$ cat config.mk
export PLATFORM = sky130hd
export DESIGN_NAME = indexed_list_table_engine_top
export DESIGN_NICKNAME = d
export VERILOG_FILES = /design/src/design/ilte_pkg.sv /design/src/design/ilte_div.sv /design/src/design/indexed_list_table_engine_top.sv
export VERILOG_INCLUDE_DIRS = /design/src /design/src/design
export SDC_FILE = /design/constraint.sdc
export NUM_CORES = 2
export LEC_CHECK = 0
export ABC_AREA = 1
export BUFFER_PORTS_ARGS = -buffer_cell sky130_fd_sc_hd__buf_2
export CAP_MARGIN = 25
export CORE_MARGIN = 5
export CORE_UTILIZATION = 40
export DETAILED_ROUTE_END_ITERATION = 6
export SYNTH_ARGS = -nofsm -noshare
export SYNTH_HDL_FRONTEND = slang
export SYNTH_SLANG_ARGS = --single-unit
export TNS_END_PERCENT = 1
$ cat constraint.sdc
create_clock -name clk_i -period 10.65 [get_ports clk_i]
set_input_delay 1.5975 -clock clk_i [delete_from_list [all_inputs] [get_ports clk_i]]
set_output_delay 1.5975 -clock clk_i [all_outputs]
set_load 0.01 [all_outputs]
$ cat src/design/indexed_list_table_engine_top_assert.svh
// Assertion macros for the list engine.
`ifndef INDEXED_LIST_TABLE_ENGINE_TOP_ASSERT_SVH
`define INDEXED_LIST_TABLE_ENGINE_TOP_ASSERT_SVH
`ifndef ASSERT_OFF
`define ILT_ASSERT_IMP(label, clk, rst_n, ante, cons) \
  label: assert property (@(posedge clk) disable iff (!rst_n) (ante) |-> (cons)) \
    else $error("assertion failed");
`define ILT_ASSERT_NXT(label, clk, rst_n, ante, cons) \
  label: assert property (@(posedge clk) disable iff (!rst_n) (ante) |=> (cons)) \
    else $error("assertion failed");
`else
`define ILT_ASSERT_IMP(label, clk, rst_n, ante, cons)
`define ILT_ASSERT_NXT(label, clk, rst_n, ante, cons)
`endif
`endif

$ cat src/design/ilte_pkg.sv
package ilte_pkg;
  localparam int unsigned Capacity = 64;
  localparam int unsigned FractionBits = 16;
  localparam int unsigned AddrW = $clog2(Capacity);
  localparam int unsigned CountW = $clog2(Capacity + 1);
  localparam int unsigned MeanW = 48;
  localparam int unsigned SumW = 72;
  localparam int unsigned TermW = 63;
  localparam int unsigned MagW = 32;
  localparam int unsigned NumW = CountW + 62 + FractionBits;
  localparam int unsigned QuotW = NumW;

  localparam logic [2:0] CmdInsert = 3'd0;
  localparam logic [2:0] CmdRemoveAt = 3'd1;
  localparam logic [2:0] CmdRemoveVal = 3'd2;
  localparam logic [2:0] CmdChange = 3'd3;
  localparam logic [2:0] CmdReverse = 3'd4;
  localparam logic [2:0] CmdMean = 3'd5;

  localparam logic [1:0] StatDone = 2'd0;
  localparam logic [1:0] StatIgnored = 2'd1;
  localparam logic [1:0] StatFull = 2'd2;
  localparam logic [1:0] StatUndef = 2'd3;

  typedef struct packed {
    logic [2:0] command;
    logic signed [7:0] position;
    logic signed [31:0] item_value;
  } in_item_t;

  typedef struct packed {
    logic [1:0] status;
    logic [6:0] entry_count;
    logic signed [47:0] mean_fixed;
  } out_item_t;

  // Divider control between sequencer and shared divider.
  typedef struct packed {
    logic start;
    logic [NumW-1:0] num;
    logic [SumW-1:0] den;
  } div_req_t;

  typedef struct packed {
    logic busy;
    logic done;
    logic [QuotW-1:0] quot;
  } div_rsp_t;
endpackage

$ cat src/design/ilte_div.sv
module ilte_div import ilte_pkg::*; (
  input  logic     clk_i,
  input  logic     rst_ni,
  input  div_req_t req_i,
  output div_rsp_t rsp_o
);
  localparam int unsigned CntW = $clog2(NumW + 1);
  localparam int unsigned RemW = SumW + 1;

  logic [NumW-1:0] num_q, num_d;
  logic [SumW-1:0] den_q, den_d;
  logic [RemW-1:0] rem_q, rem_d;
  logic [CntW-1:0] cnt_q, cnt_d;
  logic busy_q, busy_d, done_q, done_d;
  logic [RemW-1:0] shifted, diff;

  always_comb begin
    num_d = num_q;
    den_d = den_q;
    rem_d = rem_q;
    cnt_d = cnt_q;
    busy_d = busy_q;
    done_d = 1'b0;
    shifted = {rem_q[RemW-2:0], num_q[NumW-1]};
    diff = shifted - {1'b0, den_q};
    if (req_i.start) begin
      num_d = req_i.num;
      den_d = req_i.den;
      rem_d = '0;
      cnt_d = CntW'(NumW);
      busy_d = 1'b1;
    end else if (busy_q) begin
      // one restoring step: shift in a numerator bit, record the quotient bit
      if (!diff[RemW-1]) begin
        rem_d = diff;
        num_d = {num_q[NumW-2:0], 1'b1};
      end else begin
        rem_d = shifted;
        num_d = {num_q[NumW-2:0], 1'b0};
      end
      cnt_d = cnt_q - 1'b1;
      if (cnt_q == CntW'(1)) begin
        busy_d = 1'b0;
        done_d = 1'b1;
      end
    end
  end

  always_ff @(posedge clk_i or negedge rst_ni) begin
    if (!rst_ni) begin
      busy_q <= 1'b0;
      done_q <= 1'b0;
      cnt_q <= '0;
    end else begin
      busy_q <= busy_d;
      done_q <= done_d;
      cnt_q <= cnt_d;
    end
  end

  always_ff @(posedge clk_i) begin
    num_q <= num_d;
    den_q <= den_d;
    rem_q <= rem_d;
  end

  assign rsp_o.busy = busy_q;
  assign rsp_o.done = done_q;
  assign rsp_o.quot = num_q;
endmodule

$ cat src/design/indexed_list_table_engine_top.sv
// Channel | Signals                          | Direction
// in      | in_valid_i, in_ready_o, in_item_i  | item into the block
// out     | out_valid_o, out_ready_i, out_item_o | one result item per command
//
// Change, bad indices and unknown codes go from acceptance straight to the result.
// Insert moves the entries above the slot up one at a time, remove and search
// walk the entries one by one, and reverse swaps the entries pair by pair.
// The mean reads each entry and runs the shared divider (85 steps) for its
// reciprocal, then once more for the quotient.
// Reset clears the length and the sequencer; the store is not cleared.
// in_ready_o is low from acceptance until the result item is taken; a stalled
// output holds the result item and the block.
`include "indexed_list_table_engine_top_assert.svh"
module indexed_list_table_engine_top import ilte_pkg::*; (
  input  logic      clk_i,
  input  logic      rst_ni,
  input  logic      in_valid_i,
  output logic      in_ready_o,
  input  in_item_t  in_item_i,
  output logic      out_valid_o,
  input  logic      out_ready_i,
  output out_item_t out_item_o
);
  typedef enum logic [3:0] {
    StIdle, StDecode, StSearchRd, StSearchCmp, StShiftRd, StShiftWr,
    StRevRdA, StRevRdB, StRevWrA, StRevWrB, StMeanRd, StMeanChk,
    StMeanDiv, StFinalDiv, StOut
  } state_e;

  // store: one write and one read port, registered read data
  logic [31:0] mem_q [Capacity];
  logic        we;
  logic [AddrW-1:0] waddr, raddr;
  logic [31:0] wdata, rdata_q;

  always_ff @(posedge clk_i) begin
    if (we) mem_q[waddr] <= wdata;
    rdata_q <= mem_q[raddr];
  end

  state_e state_q;
  in_item_t item_q;
  logic [CountW-1:0] len_q, idx_q, jdx_q;
  logic [31:0] tmp_q;
  logic [SumW-1:0] sum_q;
  logic neg_q, xneg_q;
  logic [1:0] stat_q;
  logic signed [MeanW-1:0] mean_q;
  logic shift_up_q;

  div_req_t dreq;
  div_rsp_t drsp;
  ilte_div u_div (.clk_i, .rst_ni, .req_i(dreq), .rsp_o(drsp));

  // index resolution (narrow signed adds)
  logic signed [CountW+1:0] pos_s, len_s, ins_r, chg_r;
  always_comb begin
    pos_s = (CountW+2)'(in_item_i.position);
    len_s = {2'b00, len_q};
    ins_r = (in_item_i.position < 0) ? len_s + pos_s + (CountW+2)'(1) : pos_s;
    chg_r = (in_item_i.position < 0) ? len_s + pos_s : pos_s;
  end

  logic [31:0] mag;
  logic [TermW-1:0] term;
  logic [SumW-1:0] sum_abs;
  always_comb begin
    mag = rdata_q[31] ? (32'd0 - rdata_q) : rdata_q;
    term = drsp.quot[TermW-1:0];
    sum_abs = sum_q[SumW-1] ? (SumW'(0) - sum_q) : sum_q;
  end

  always_comb begin
    dreq = '0;
    we = 1'b0;
    waddr = idx_q[AddrW-1:0];
    wdata = tmp_q;
    raddr = idx_q[AddrW-1:0];
    if (state_q == StMeanChk && rdata_q != 32'd0) begin
      dreq.start = 1'b1;
      dreq.num = NumW'({1'b1, 62'd0});
      dreq.den = SumW'(mag);
    end
    unique case (state_q)
      StShiftWr: begin
        we = 1'b1;
        waddr = shift_up_q ? idx_q[AddrW-1:0] + AddrW'(1) : jdx_q[AddrW-1:0];
        wdata = rdata_q;
      end
      StShiftRd: raddr = idx_q[AddrW-1:0];
      StRevRdB: raddr = jdx_q[AddrW-1:0];
      StRevWrA: begin
        we = 1'b1;
        waddr = idx_q[AddrW-1:0];
        wdata = rdata_q;
      end
      StRevWrB: begin
        we = 1'b1;
        waddr = jdx_q[AddrW-1:0];
      end
      StIdle: begin
        if (in_valid_i && in_item_i.command == CmdChange && chg_r >= 0
            && chg_r < len_s) begin
          we = 1'b1;
          waddr = chg_r[AddrW-1:0];
          wdata = in_item_i.item_value;
        end
      end
      StDecode: begin
        // insert at the resolved slot once shifting is done
        if (item_q.command == CmdInsert) begin
          we = (idx_q == jdx_q);
          waddr = jdx_q[AddrW-1:0];
          wdata = item_q.item_value;
        end
      end
      default: ;
    endcase
    if (state_q == StFinalDiv && !drsp.busy && !drsp.done) begin
      dreq.start = 1'b1;
      dreq.num = NumW'(len_q) << (62 + FractionBits);
      dreq.den = sum_abs;
    end
  end

  logic [QuotW-1:0] q;
  assign q = drsp.quot;
  logic fin_go_q;

  always_ff @(posedge clk_i or negedge rst_ni) begin
    if (!rst_ni) begin
      state_q <= StIdle;
      len_q <= '0;
      fin_go_q <= 1'b0;
    end else begin
      unique case (state_q)
        StIdle: if (in_valid_i) begin
          item_q <= in_item_i;
          stat_q <= StatIgnored;
          mean_q <= '0;
          state_q <= StOut;
          unique case (in_item_i.command)
            CmdInsert: begin
              if (ins_r >= 0 && ins_r <= len_s) begin
                if (len_q >= CountW'(Capacity)) stat_q <= StatFull;
                else begin
                  stat_q <= StatDone;
                  // walk from the end down to the slot
                  idx_q <= len_q;
                  jdx_q <= ins_r[CountW-1:0];
                  shift_up_q <= 1'b1;
                  state_q <= StDecode;
                end
              end
            end
            CmdRemoveAt: begin
              if (in_item_i.position >= 0 && pos_s < len_s) begin
                stat_q <= StatDone;
                jdx_q <= pos_s[CountW-1:0];
                idx_q <= pos_s[CountW-1:0] + 1'b1;
                shift_up_q <= 1'b0;
                state_q <= StShiftRd;
              end
            end
            CmdRemoveVal: begin
              idx_q <= '0;
              state_q <= StSearchRd;
            end
            CmdChange: if (chg_r >= 0 && chg_r < len_s) stat_q <= StatDone;
            CmdReverse: begin
              stat_q <= StatDone;
              idx_q <= '0;
              jdx_q <= len_q - 1'b1;
              state_q <= StRevRdA;
            end
            CmdMean: begin
              stat_q <= StatDone;
              idx_q <= '0;
              sum_q <= '0;
              state_q <= (len_q == '0) ? StOut : StMeanRd;
            end
            default: ;
          endcase
        end
        StDecode: begin
          // insert: move entry idx-1 up to idx until the slot is reached
          if (idx_q == jdx_q) begin
            len_q <= len_q + 1'b1;
            state_q <= StOut;
          end else begin
            idx_q <= idx_q - 1'b1;
            state_q <= StShiftRd;
          end
        end
        StSearchRd: state_q <= (idx_q == len_q) ? StOut : StSearchCmp;
        StSearchCmp: begin
          if (rdata_q == item_q.item_value) begin
            stat_q <= StatDone;
            jdx_q <= idx_q;
            idx_q <= idx_q + 1'b1;
            shift_up_q <= 1'b0;
            state_q <= StShiftRd;
          end else begin
            idx_q <= idx_q + 1'b1;
            state_q <= StSearchRd;
          end
        end
        StShiftRd: begin
          if (!shift_up_q && idx_q >= len_q) begin
            len_q <= len_q - 1'b1;
            state_q <= StOut;
          end else state_q <= StShiftWr;
        end
        StShiftWr: begin
          if (shift_up_q) begin
            state_q <= StDecode;
          end else begin
            jdx_q <= idx_q;
            idx_q <= idx_q + 1'b1;
            state_q <= StShiftRd;
          end
        end
        StRevRdA: begin
          if (len_q < CountW'(2) || idx_q >= jdx_q) state_q <= StOut;
          else state_q <= StRevRdB;
        end
        StRevRdB: begin
          tmp_q <= rdata_q;
          state_q <= StRevWrA;
        end
        StRevWrA: state_q <= StRevWrB;
        StRevWrB: begin
          idx_q <= idx_q + 1'b1;
          jdx_q <= jdx_q - 1'b1;
          state_q <= StRevRdA;
        end
        StMeanRd: state_q <= StMeanChk;
        StMeanChk: begin
          if (rdata_q == 32'd0) begin
            mean_q <= '0;
            state_q <= StOut;
          end else begin
            xneg_q <= rdata_q[31];
            state_q <= StMeanDiv;
          end
        end
        StMeanDiv: if (drsp.done) begin
          sum_q <= sum_q + (xneg_q ? SumW'(0) - SumW'(term) : SumW'(term));
          if (idx_q + 1'b1 == len_q) begin
            fin_go_q <= 1'b0;
            state_q <= StFinalDiv;
          end else begin
            idx_q <= idx_q + 1'b1;
            state_q <= StMeanRd;
          end
        end
        StFinalDiv: begin
          if (sum_q == '0) begin
            stat_q <= StatUndef;
            state_q <= StOut;
          end else if (!fin_go_q) begin
            fin_go_q <= 1'b1;
            neg_q <= sum_q[SumW-1];
          end else if (drsp.done) begin
            // saturate to the signed mean range
            if (neg_q) begin
              if (q > QuotW'({1'b1, {(MeanW-1){1'b0}}}))
                mean_q <= {1'b1, {(MeanW-1){1'b0}}};
              else mean_q <= MeanW'(QuotW'(0) - q);
            end else begin
              if (q > QuotW'({(MeanW-1){1'b1}})) mean_q <= {1'b0, {(MeanW-1){1'b1}}};
              else mean_q <= q[MeanW-1:0];
            end
            state_q <= StOut;
          end
        end
        StOut: if (out_ready_i) state_q <= StIdle;
        default: state_q <= StIdle;
      endcase
    end
  end

  assign in_ready_o = (state_q == StIdle);
  assign out_valid_o = (state_q == StOut);
  assign out_item_o.status = stat_q;
  assign out_item_o.entry_count = 7'(len_q);
  assign out_item_o.mean_fixed = mean_q;

  `ILT_ASSERT_IMP(a_len_cap, clk_i, rst_ni, 1'b1, len_q <= CountW'(Capacity))
  `ILT_ASSERT_NXT(a_out_hold, clk_i, rst_ni, out_valid_o && !out_ready_i, out_valid_o && $stable(out_item_o))
  `ILT_ASSERT_IMP(a_mean_other, clk_i, rst_ni, out_valid_o && item_q.command != CmdMean, mean_q == '0)
endmodule
==> flow_metrics.tcl <==
set metrics [dict create \
    syn_nets 11800 \
    totalWireLength_um 406000 \
    p_switching_w 0.0177 \
    fin_util_pct 45.5 \
    avgSynthCellArea_um2 10.4 \
    detailed_place.area_um2 125000 \
    p_clk_share_pct 24.0 \
    crit_chain "clkinv_1 > ha_1 > nor2_1 > nand3_1 > nand3_1 > nand2_1 > nand2_1 > a21oi_1 > ha_1 > nand2_1 > nor3_1 > nand3_1 > nand3_1 > nand2_1 > nand2_2 > inv_2 > o211ai_1 > nand2_1 > o21ai_1 > nand3_1 > nor2_4" \
    number_of_global_route_vias_before_repair 85200 \
    setup_viol 0 \
    criticalPathCategory "reg2reg" \
    yosys_register_bits 2536 \
    power.static_leakage_nw 46.4 \
    power_frac_seq_pct 35.6 \
    dp.final_hpwl_um 267000 \
    seq_area_frac_synth_pct 62.9 \
    synth_edf_count 2411 \
    yosysTopAreaCellShare_pct 60.7 \
    first_pass_iters 7 \
    post_synth_inst_count 11500 \
    tritoncts_buffers 286 \
    async_s_r_ff_share_synth_pct 0.828 \
    fp.dieArea_um2 309000 \
    ant_nets 0 \
    failed_checks "DRC" \
    ff2ff_path_depth 21 \
    final_layout_size_suffix_gt1_share_pct 7.46 \
    gp_congestion 0.980 \
    drt_iter0_drc 11200 \
    worst_skew_pair.late_latency_ns 0.93 \
    max_slew_margin_pct 26.3 \
    fin_crit_sh_pct 67.6 \
    via_per_inst 5.80 \
    remaining_drc_errors 1 \
    port-buffer-count 105 \
    critical_path_arrival_ns 7.68 \
    hold_path_class "reg2reg" \
    outcome "finished, violations left" \
    hold_viol 0 \
    htree_levels 5 \
    n_fill_cell 27500 \
    cts_hold_buffers 0 \
    cp-end-kind "flop" \
    antenna_found_initial 25 \
    chipHeight_um 556 \
    layout.cell_area.non_filler_um2 135000 \
    setup_repair_after_global_routing_missed_its_margin "false" \
    netSwitchingFraction_pct 43.0 \
    placementRows 200 \
    crit_path_start_kind "flop" \
    reg2reg_setup_slack_ns 3.45 \
    die-width_um 556 \
    globalRouteOverflowTotal 0 \
    peakVddDrop_uv 259 \
    cts_tree "done" \
    number_of_buffers_added_for_setup_after_cts 0 \
    worst_ep_required_time_ns 11.13 \
    max_slew.worst_pin.slew_ns 1.11 \
    fin_worst_skew_ns 0.0889 \
    ctsResizeCount 0 \
    tns_ns 0 \
    fp.coreArea_um2 297000 \
    grt_use_total_pct 25.2 \
    clock-root-buffer "sky130_fd_sc_hd__clkbuf_16" \
    clock_tree.buffer_depth 4 \
    initial_core_util_pct 40.2 \
    ys_top_cells_by_area "sky130_fd_sc_hd__edfxtp_1, sky130_fd_sc_hd__o21ai_0, sky130_fd_sc_hd__nor2_1, sky130_fd_sc_hd__nand2_1, sky130_fd_sc_hd__inv_1" \
    synthToLayoutAreaGrowth_pct 13.3 \
    timing.final.max_slew_violations 0 \
    comb_power_share_pct 40.4 \
    worst_hold_slack_ns 0.439 \
    crit_path_max_fanout 32 \
    power-per-cell-area_nw_per_um2 305 \
    post_synth_num_cell_types 67 \
    synth.largest_area_cell "sky130_fd_sc_hd__edfxtp_1" \
    ios 106 \
    finalPower_w 0.0412 \
    grt_first_pass_wirelength_um 585000 \
    internal_power_w 0.0235 \
    post-route-min-period_ns 7.20 \
    grt_start_max_net_pins 202 \
    hold_path_depth 0 \
    ys.warnings.count 0 \
    max_cap_violations 0 \
    crit_slowest_cell "sky130_fd_sc_hd__nor2_4" \
    layout.nets 11800 \
    critical_path.max_stage_delay_ns 1.14 \
    synthFlopType "sky130_fd_sc_hd__edfxtp_1" \
    num_vias 91100 \
    clkTransAtPathRegs_ns 0.06 \
    achievable-frequency_mhz 139 \
    syn-cell-area_um2 119000 \
    routedWlPerCell_um 25.9 \
    clock_sinks 2536 \
]
==> layout make-up <==
class	count	area [um2]	share of cell area (%)
Sequential cell	2536	75000	55.5
Multi-Input combinational cell	7446	39500	29.2
Clock buffer	347	7490	5.54
Tap cell	3939	4930	3.65
Inverter	946	3590	2.66
Timing Repair Buffer	299	2730	2.02
Clock inverter	164	1840	1.36
Antenna cell	18	45.0	0.0333
==> state kept, by name (all words and copies together) (netlist names), 32 cells and up <==
| signal | flops |
|---|---|
| u_div.den_q | 72 |
| u_div.rem_q | 72 |
| tmp_q | 32 |
| u_div.num_q | 85 |
| mean_q | 48 |
| rdata_q | 32 |
| sum_q | 72 |
| item_q | 35 |
| mem_q | 2048 |
==> cell families after synthesis <==
kind of cell               synth area share, %
AOI/OAI and AO/OA                         14.7
xor gates and xnor gates                  1.35
adders and majority gates                 2.16
buffers and inverters                     4.91
and+or+nand+nor                           14.0
DFF                                       62.9
==> cells in the mapped netlist, types with 4 or more instances <==
master,count
sky130_fd_sc_hd__nor2_1,1874
sky130_fd_sc_hd__o22ai_1,249
sky130_fd_sc_hd__nor3_1,111
sky130_fd_sc_hd__o21ai_0,1439
sky130_fd_sc_hd__or2_2,16
sky130_fd_sc_hd__o21ai_2,4
sky130_fd_sc_hd__clkbuf_1,439
sky130_fd_sc_hd__o21ai_1,60
sky130_fd_sc_hd__o32ai_1,5
sky130_fd_sc_hd__nor3_2,5
sky130_fd_sc_hd__buf_4,4
sky130_fd_sc_hd__a21o_1,9
sky130_fd_sc_hd__o21bai_1,18
sky130_fd_sc_hd__dfxtp_1,104
sky130_fd_sc_hd__buf_1,44
sky130_fd_sc_hd__clkinv_1,7
sky130_fd_sc_hd__buf_2,90
sky130_fd_sc_hd__nand2_2,5
sky130_fd_sc_hd__a31oi_1,17
sky130_fd_sc_hd__a221oi_1,6
sky130_fd_sc_hd__xor2_1,123
sky130_fd_sc_hd__a211oi_1,13
sky130_fd_sc_hd__o21a_1,30
sky130_fd_sc_hd__xnor2_1,61
sky130_fd_sc_hd__nand3b_1,17
sky130_fd_sc_hd__nand3_1,557
sky130_fd_sc_hd__o2111ai_1,30
sky130_fd_sc_hd__inv_1,921
sky130_fd_sc_hd__ha_1,201
sky130_fd_sc_hd__o31ai_1,11
sky130_fd_sc_hd__nor4_1,42
sky130_fd_sc_hd__a21boi_0,14
sky130_fd_sc_hd__o221ai_1,292
sky130_fd_sc_hd__a21oi_1,535
sky130_fd_sc_hd__dfrtp_1,21
sky130_fd_sc_hd__inv_2,17
sky130_fd_sc_hd__o211ai_1,246
sky130_fd_sc_hd__nor2_2,9
sky130_fd_sc_hd__nand2_1,1314
sky130_fd_sc_hd__edfxtp_1,2411
sky130_fd_sc_hd__nand4_1,100
==> worst max-delay path, delay by kind of cell (launching register included) <==
kind                       cells  cell delay [ns]
AOI/OAI and AO/OA              3             1.20
adders and majority gates      2             0.89
buffers and inverters          2             0.57
DFF                            1             0.46
and+or+nand+nor               14             3.59
==> final timing paths <==
| check | start | end |
|---|---|---|
| min in group asynchronous | rst_ni | len_q[0] |
| worst min-delay path | rdata_q[0] | tmp_q[0] |
| worst max-delay path | len_q[3] | mem_q[10][1] |
| max in group asynchronous | rst_ni | fin_go_q |
| worst max register to register | len_q[3] | mem_q[10][1] |
| worst min register to register | rdata_q[0] | tmp_q[0] |
==> placed cells by master (no fill, tap or decap), types with 12 or more instances in the layout <==
cell and instances:
sky130_fd_sc_hd__dfxtp_1 104, sky130_fd_sc_hd__o21ai_0 1437, sky130_fd_sc_hd__diode_2 18, sky130_fd_sc_hd__xnor2_1 61
sky130_fd_sc_hd__buf_12 57, sky130_fd_sc_hd__inv_2 14, sky130_fd_sc_hd__bufinv_16 28, sky130_fd_sc_hd__buf_4 131
sky130_fd_sc_hd__nand2_1 1312, sky130_fd_sc_hd__nand4_1 100, sky130_fd_sc_hd__clkinv_2 42, sky130_fd_sc_hd__nand3_1 557
sky130_fd_sc_hd__o211ai_1 246, sky130_fd_sc_hd__nor3_1 110, sky130_fd_sc_hd__a21oi_1 535, sky130_fd_sc_hd__a31oi_1 17
sky130_fd_sc_hd__clkinvlp_4 12, sky130_fd_sc_hd__buf_2 106, sky130_fd_sc_hd__xor2_1 123, sky130_fd_sc_hd__edfxtp_1 2411
sky130_fd_sc_hd__nor2_4 71, sky130_fd_sc_hd__ha_1 201, sky130_fd_sc_hd__clkinv_1 61, sky130_fd_sc_hd__nor2_1 1807
sky130_fd_sc_hd__a21boi_0 14, sky130_fd_sc_hd__dfrtp_1 21, sky130_fd_sc_hd__inv_1 919, sky130_fd_sc_hd__o21ai_1 59
sky130_fd_sc_hd__o2111ai_4 27, sky130_fd_sc_hd__o21a_1 30, sky130_fd_sc_hd__clkbuf_16 290, sky130_fd_sc_hd__o21bai_1 18
sky130_fd_sc_hd__nor4_1 40, sky130_fd_sc_hd__clkbuf_1 55, sky130_fd_sc_hd__nand3b_1 17, sky130_fd_sc_hd__or2_2 16
sky130_fd_sc_hd__o221ai_1 292, sky130_fd_sc_hd__o22ai_1 249
==> routing by layer <==
| metal | GRT usage, % | up-vias | share of wire (%) |
|---|---|---|---|
| met4 | 10.9 | 10 | 4.9 |
| met3 | 3.85 | 697 | 8.2 |
| li1 | - | 41400 | - |
| met5 | 0 | - | 0.015 |
| met1 | 35.8 | 44800 | 42 |
| met2 | 38.5 | 4191 | 44 |
==> power by group through the flow <==
stage	sequential (W)	combinational [W]	clock, W
3_3_place_gp	0.0148	0.0160	0
3_5_place_dp	0.0149	0.0163	0
5_1_grt	0.0147	0.0178	0.0104
4_1_cts	0.0147	0.0163	0.0100
6_report	0.0147	0.0167	0.00986
2_1_floorplan	0.0148	0.00915	0
==> metrics by stage <==
stage | instances | setup WS, ns
floorplan | 11500 | 2.72
global placement | 15100 | 2.65
detailed placement | 15100 | 2.66
CTS | 15600 | 3.38
global route | 15700 | 3.02
finish | 15700 | 3.45
(Power assumes the default switching activity.)
